File: src/smpq_pkg.sv
package smpq_pkg;

	// Action codes of an input item
	localparam logic [1:0] ACT_PUSH = 2'd0;
	localparam logic [1:0] ACT_POP  = 2'd1;
	localparam logic [1:0] ACT_PEEK = 2'd2;

	// Status codes of a result
	localparam logic [1:0] ST_DONE       = 2'd0;
	localparam logic [1:0] ST_PUSH_FULL  = 2'd1;
	localparam logic [1:0] ST_POP_EMPTY  = 2'd2;

	// Command broadcast to every cell of the chain
	typedef struct packed {
		logic push;
		logic pop;
	} smpq_cmd_t;

endpackage

File: src/stable_max_priority_queue.sv
// Stable max-first priority queue. Entries are held sorted in a chain of DEPTH cells, the
// highest priority at the head; equal priorities leave in arrival order. Every cell compares
// its key with the incoming one in parallel and moves toward its neighbor in the same cycle,
// so an item is taken on every clock: busy stays low and the result of an item accepted at
// one edge is shown with done high for the next cycle, one item per cycle.
// The receiver cannot stall; each result is there for exactly one cycle.
module stable_max_priority_queue
	import smpq_pkg::*;
#(
	parameter int DEPTH         = 16,
	parameter int PRIORITY_BITS = 16,
	parameter int PAYLOAD_BITS  = 32,
	localparam int CNT_BITS     = $clog2(DEPTH + 1)
) (
	input  logic                     clk,
	input  logic                     arst_n,
	input  logic                     start,
	output logic                     busy,
	input  logic [1:0]               action,
	input  logic [PRIORITY_BITS-1:0] entry_priority,
	input  logic [PAYLOAD_BITS-1:0]  entry_data,
	output logic                     done,
	output logic                     head_valid,
	output logic [PRIORITY_BITS-1:0] head_priority,
	output logic [PAYLOAD_BITS-1:0]  head_data,
	output logic [CNT_BITS-1:0]      occupancy,
	output logic [1:0]               status
);

	logic [DEPTH-1:0]         ins_v;
	logic [DEPTH-1:0]         occ_v;
	logic [PRIORITY_BITS-1:0] prio_v [DEPTH];
	logic [PAYLOAD_BITS-1:0]  data_v [DEPTH];
	logic                     full;
	logic                     empty;
	smpq_cmd_t                cmd;
	logic [1:0]               status_d;
	logic [CNT_BITS-1:0]      cnt_q;
	logic [1:0]               status_q;
	logic                     done_q;

	assign busy  = 1'b0;
	assign full  = occ_v[DEPTH-1];
	assign empty = !occ_v[0];

	// Decode the item into a chain command; drop a push when full and a pop when empty
	always_comb begin
		cmd      = '0;
		status_d = ST_DONE;
		if (start) begin
			unique case (action)
				ACT_PUSH: begin
					if (full) status_d = ST_PUSH_FULL;
					else      cmd.push = 1'b1;
				end
				ACT_POP: begin
					if (empty) status_d = ST_POP_EMPTY;
					else       cmd.pop = 1'b1;
				end
				default: ;
			endcase
		end
	end

	// Build the chain of cells
	for (genvar i = 0; i < DEPTH; i++) begin : g_cell
		logic                     p_ins;
		logic [PRIORITY_BITS-1:0] p_prio;
		logic [PAYLOAD_BITS-1:0]  p_data;
		logic                     p_occ;
		logic [PRIORITY_BITS-1:0] n_prio;
		logic [PAYLOAD_BITS-1:0]  n_data;
		logic                     n_occ;

		if (i == 0) begin : g_head
			assign p_ins  = 1'b0;
			assign p_prio = '0;
			assign p_data = '0;
			assign p_occ  = 1'b0;
		end else begin : g_mid
			assign p_ins  = ins_v[i-1];
			assign p_prio = prio_v[i-1];
			assign p_data = data_v[i-1];
			assign p_occ  = occ_v[i-1];
		end

		if (i == DEPTH - 1) begin : g_tail
			assign n_prio = '0;
			assign n_data = '0;
			assign n_occ  = 1'b0;
		end else begin : g_body
			assign n_prio = prio_v[i+1];
			assign n_data = data_v[i+1];
			assign n_occ  = occ_v[i+1];
		end

		smpq_cell #(
			.PRIORITY_BITS(PRIORITY_BITS),
			.PAYLOAD_BITS (PAYLOAD_BITS)
		) u_cell (
			.clk      (clk),
			.arst_n   (arst_n),
			.cmd      (cmd),
			.new_prio (entry_priority),
			.new_data (entry_data),
			.prev_ins (p_ins),
			.prev_prio(p_prio),
			.prev_data(p_data),
			.prev_occ (p_occ),
			.next_prio(n_prio),
			.next_data(n_data),
			.next_occ (n_occ),
			.ins      (ins_v[i]),
			.prio     (prio_v[i]),
			.data     (data_v[i]),
			.occ      (occ_v[i])
		);
	end

	// Track the fill count and register the strobe and status of each transfer
	always_ff @(posedge clk or negedge arst_n) begin
		if (!arst_n) begin
			cnt_q    <= '0;
			status_q <= ST_DONE;
			done_q   <= 1'b0;
		end else begin
			done_q <= start;
			if (start) status_q <= status_d;
			if (cmd.push)     cnt_q <= cnt_q + CNT_BITS'(1);
			else if (cmd.pop) cnt_q <= cnt_q - CNT_BITS'(1);
		end
	end

	// Show the head; an empty slot reads as zero
	assign done          = done_q;
	assign head_valid    = occ_v[0];
	assign head_priority = prio_v[0];
	assign head_data     = occ_v[0] ? data_v[0] : '0;
	assign occupancy     = cnt_q;
	assign status        = status_q;

	// Occupied slots form a prefix whose length is the fill count
	a_prefix: assert property (@(posedge clk) disable iff (!arst_n)
		($countones(occ_v) == int'(cnt_q)) && ((occ_v & (occ_v + DEPTH'(1))) == '0))
		else $error("occupied slots do not match fill count");

	// A dropped push leaves the fill count as it was
	a_drop: assert property (@(posedge clk) disable iff (!arst_n)
		(start && action == ACT_PUSH && full) |=> (status == ST_PUSH_FULL && $stable(cnt_q)))
		else $error("push on full queue changed the state");

	// A pop taken from a nonempty queue lowers the fill count by one
	a_pop: assert property (@(posedge clk) disable iff (!arst_n)
		(start && action == ACT_POP && !empty) |=> (int'(cnt_q) == int'($past(cnt_q)) - 1))
		else $error("pop did not remove one entry");

	// The head key is never below the key of its successor
	a_order: assert property (@(posedge clk) disable iff (!arst_n)
		occ_v[1] |-> (prio_v[0] >= prio_v[1]))
		else $error("head key below its successor");

endmodule

File: src/smpq_cell.sv
module smpq_cell
	import smpq_pkg::*;
#(
	parameter int PRIORITY_BITS = 16,
	parameter int PAYLOAD_BITS  = 32
) (
	input  logic                     clk,
	input  logic                     arst_n,
	input  smpq_cmd_t                cmd,
	input  logic [PRIORITY_BITS-1:0] new_prio,
	input  logic [PAYLOAD_BITS-1:0]  new_data,
	// neighbor toward the head
	input  logic                     prev_ins,
	input  logic [PRIORITY_BITS-1:0] prev_prio,
	input  logic [PAYLOAD_BITS-1:0]  prev_data,
	input  logic                     prev_occ,
	// neighbor toward the tail
	input  logic [PRIORITY_BITS-1:0] next_prio,
	input  logic [PAYLOAD_BITS-1:0]  next_data,
	input  logic                     next_occ,
	// own contents
	output logic                     ins,
	output logic [PRIORITY_BITS-1:0] prio,
	output logic [PAYLOAD_BITS-1:0]  data,
	output logic                     occ
);

	logic [PRIORITY_BITS-1:0] prio_q;
	logic [PAYLOAD_BITS-1:0]  data_q;
	logic                     occ_q;
	logic                     take_prev;
	logic                     take_new;

	// A new entry lands at or before this slot when the slot is empty or holds a lower key;
	// equal keys keep the new entry behind them
	assign ins       = !occ_q || (prio_q < new_prio);
	assign take_prev = cmd.push && prev_ins;
	assign take_new  = cmd.push && !prev_ins && ins;

	// Priority and occupancy: shift down on insert ahead, load on insert here, shift up on pop
	always_ff @(posedge clk or negedge arst_n) begin
		if (!arst_n) begin
			prio_q <= '0;
			occ_q  <= 1'b0;
		end else if (take_prev) begin
			prio_q <= prev_prio;
			occ_q  <= prev_occ;
		end else if (take_new) begin
			prio_q <= new_prio;
			occ_q  <= 1'b1;
		end else if (cmd.pop) begin
			prio_q <= next_prio;
			occ_q  <= next_occ;
		end
	end

	// Payload follows the same moves, no reset
	always_ff @(posedge clk) begin
		if (take_prev) begin
			data_q <= prev_data;
		end else if (take_new) begin
			data_q <= new_data;
		end else if (cmd.pop) begin
			data_q <= next_data;
		end
	end

	assign prio = prio_q;
	assign data = data_q;
	assign occ  = occ_q;

endmodule

File: config.mk
export PLATFORM = sky130hd
export DESIGN_NAME = stable_max_priority_queue
export DESIGN_NICKNAME = d
export VERILOG_FILES = /design/src/smpq_pkg.sv /design/src/stable_max_priority_queue.sv /design/src/smpq_cell.sv
export SDC_FILE = /design/constraint.sdc
export NUM_CORES = 2
export LEC_CHECK = 0
export ABC_CLOCK_PERIOD_IN_PS = 3350
export BUFFER_PORTS_ARGS = -buffer_cell sky130_fd_sc_hd__buf_2
export CAP_MARGIN = 20
export CELL_PAD_IN_SITES_DETAIL_PLACEMENT = 1
export CELL_PAD_IN_SITES_GLOBAL_PLACEMENT = 1
export CORE_MARGIN = 4
export CORE_UTILIZATION = 46
export CTS_CLUSTER_SIZE = 16
export DETAILED_ROUTE_END_ITERATION = 16
export GPL_TIMING_DRIVEN = 1
export PLACE_DENSITY_LB_ADDON = 0.1
export SYNTH_ARGS = -nofsm -noshare
export SYNTH_HDL_FRONTEND = slang
export SYNTH_SLANG_ARGS = --single-unit
File: constraint.sdc
create_clock -name clk -period 3.35 [get_ports clk]
set_input_delay 0.1675 -clock clk [delete_from_list [all_inputs] [get_ports clk]]
set_output_delay 0.1675 -clock clk [all_outputs]
set_load 0.01 [all_outputs]
==> impl_metrics.toml <==
[synth]
synth_seq_cells = 792
synthCells = 3895
ys.flop_type = "edfxtp_1"
synth_edf_count = 512
async_flop_share_pct = 35.4
yosysSeqAreaShare_pct = 52.1
avgSynthCellArea_um2 = 11.0
syn_area_um2 = 43000
synth.distinct_cells = 78
synth_fp_nets = 4177
ys_warn_count = 0

[setup_path]
rrSetupSlack_ns = 0.11
reg2reg_to = "g_cell[13].u_cell.data[10]"
cp_top_family = "compound AO/OA/AOI/OAI gates"
path_common_cell = "buf_4"
crit_cells = 10
start_kind = "flip-flop"
crit_type = "flip-flop to flip-flop"
worstPathCellList = "ha_4 -> nand2_1 -> or4_1 -> a211oi_2 -> o31ai_4 -> buf_4 -> and2_2 -> buf_4 -> a22oi_1 -> o21ai_0"
rr_startpoint = "g_cell[12].u_cell.prio[7]"
critPathBufInv = 2
critPathArrivalTime_ns = 3.67
crit_required_ns = 3.77
crit_end = "g_cell[13].u_cell.data[10]"
end_kind = "flip-flop"
crit_slowest_cell = "or4_1"
worstSetupStartpoint = "g_cell[12].u_cell.prio[7]"
r2r_cells = 10
max_stage_delay_ns = 0.55
worstPathMaxFanout = 46

[finish]
drive_gt1_share_pct = 13.9
diodes = 0
final_common_cell = "edfxtp_1"
syn_to_final_growth_pct = 14.8
final_cell_mix = "edfxtp_1, nand2_1, dfrtp_1, o21ai_0, a22oi_1"
layout.nets = 4216
fill_cells = 9682

[drt]
num_vias = 34400
wl_per_cell_um = 26.7
drc = 0
dr.pass1.iters = 9
drt-vias-per-instance = 6.54
routed_wirelength_um = 140000
postRouteAntennaNets = 0
dr.first_iter.drc_count = 3940

[sta]
tightestPinTransition_ns = 1.01
finalCriticalPeriod_ns = 3.24
post-route-period-util_pct = 96.8
maxSlewViolCount = 0
rsz0062_at_grt = "false"
clock_skew_ns = 0.0527
setup_viol = 0
relSlewSlack_pct = 32.5
fmax_mhz = 308
hold_violations = 0
fin_setup_tns_ns = 0

[power_and_ir_drop]
fin_total_pwr_mw = 37.8
p_sw_share_pct = 35.1
seqPwrFrac_pct = 43.5
p_switching_mw = 13.3
cellLeakagePower_nw = 20.6
p_int_mw = 24.5
clkPwrFrac_pct = 28.2
irDropWorstVdd_uv = 442
p_per_area_nw_per_um2 = 766
combPwrFrac_pct = 28.3

[floorplanning]
coreArea_um2 = 92200
initial_core_util_pct = 46.6
die_area_um2 = 98400
io_pins = 111
floorplan.rows = 111
die_x_um = 314
die_y_um = 314

[grt]
grt_pass1_vias = 35500
grt_use_total_pct = 28.0
met1_usage_pct = 41.9
grt_max_degree = 102
top_usage_layer = "met2"
grt_antenna_before_repair = 1
overflow = 0
grtUsageMet3_pct = 4.27
met2_usage_pct = 42.6
grt_pass1_wl_um = 218000

[flow_run]
maxCapViolations = 0

[clocking]
clk_latency_ns = 0.70
tritoncts.num_buffers = 92
cts_tree = "yes"
h-tree-depth = 3
clock_path_buffers = 3
cts_root_buf = "clkbuf_16"
cts.sink_count = 792
path_clk_slew_ns = 0.06

[placement]
dp_hpwl_um = 101000
place.gp.congestion = 0.907
portBuffers = 109

[worst_hold_path]
hold_class = "input pin to flip-flop"

[outcome]
status = "complete, no violations"
## power by group through the flow
stage	logic, mW	registers, mW	clock network (mW)
floorplan	7.08	15.3	0
global placement	9.88	16.3	0
detailed placement	10.6	16.5	0
CTS	10.7	16.3	10.8
global route	11.9	16.7	11.3
finish	10.7	16.4	10.7
## worst min-delay path, cell delays in order
cell and delay, ns:
buf_2 0.13, buf_4 0.21, nand2_1 0.09, o211ai_1 0.09
## registers in the layout, indices dropped and copies added, names as in the netlist
| signal | flops |
|---|---|
| occupancy | 5 |
| g_cell.u_cell.occ | 16 |
| done | 1 |
| g_cell.u_cell.data | 512 |
| g_cell.u_cell.prio | 256 |
| status | 2 |
## metrics by stage
| stage | util [%] | instance area (µm²) | setup WS (ns) | hold slack (ns) | cells |
|---|---|---|---|---|---|
| 4_1_cts | 53.5 | 49300 | 0.0746 | 0.00279 | 5252 |
| 2_1_floorplan | - | 43100 | 0.00214 | -0.128 | 3895 |
| 3_5_place_dp | 49.9 | 46000 | -0.260 | 0.203 | 5073 |
| 5_1_grt | 53.5 | 49300 | 0.0305 | 0.0353 | 5255 |
| 6_report | 53.5 | 49300 | 0.106 | 0.0523 | 5255 |
| 3_3_place_gp | 49.9 | 46000 | -0.220 | 0.198 | 5073 |
## worst min-delay path by stage
| stage | to | cells after the start | startpoint |
|---|---|---|---|
| after CTS | g_cell[5].u_cell.prio[11] | 4 | entry_priority[11] |
| after global placement | g_cell[14].u_cell.prio[10] | 1 | arst_n |
| after detailed placement | g_cell[14].u_cell.prio[11] | 1 | arst_n |
| after floorplan | done | 0 | arst_n |
| after global routing | g_cell[5].u_cell.prio[11] | 4 | entry_priority[11] |
| final | g_cell[5].u_cell.prio[14] | 4 | entry_priority[14] |
## cell type report
class	count	area [µm²]	share of cell area (%)
Clock buffer	122	2540	5.16
Clock inverter	50	657	1.33
Inverter	214	830	1.68
Multi-Input combinational cell	2521	18600	37.7
Sequential cell	792	22400	45.4
Tap cell	1243	1560	3.15
Timing Repair Buffer	313	2780	5.64
## logic make-up (layout without fill, tap and decap cells)
| logic type | after synthesis | count (layout) | synth area share (%) |
|---|---|---|---|
| xor gates and xnor gates | 4 | 4 | 0.0815 |
| DFF | 792 | 792 | 52.1 |
| adders and majority gates | 229 | 229 | 6.69 |
| other | 1 | 1 | 0.00873 |
| AOI/OAI and AO/OA | 1456 | 1456 | 25.8 |
| muxes | 56 | 56 | 1.40 |
| and+or+nand+nor | 775 | 775 | 8.53 |
| buffers and inverters | 582 | 699 | 5.42 |
## metal layers
metal | wire [µm] | share of wire (%) | vias to the layer above
met3 | 11400 | 8.1 | 185
met2 | 61500 | 44 | 1429
met1 | 64200 | 46 | 17500
li1 | - | - | 15300
met5 | 12 | 0.0086 | -
met4 | 2920 | 2.1 | 2
## synth_stat cells, types with 78 or more instances
library cell / count / area share, %
edfxtp_1: 512 / 36
nand2_1: 324 / 2.8
dfrtp_1: 280 / 16
o21ai_0: 256 / 3.0
clkbuf_1: 255 / 2.2
a22oi_1: 241 / 4.2
ha_1: 228 / 6.6
inv_1: 213 / 1.9
a22o_1: 196 / 4.0
a221o_1: 194 / 4.5
nor2_1: 141 / 1.2
a21o_1: 138 / 2.4
a222oi_1: 104 / 2.4
and3_1: 99 / 1.4
a21oi_1: 86 / 1.0
buf_2: 78 / 0.91
## timing repair
action	4_1_cts	5_1_grt
endpoints found under the hold margin	78	0
buffers inserted	0	3
pin swaps	0	2
cloned	0	0
resized for setup	2	6
hold buffers	7	0
endpoints found under the setup margin	64	101
No activity file was read; power rests on OpenSTA's default activity.
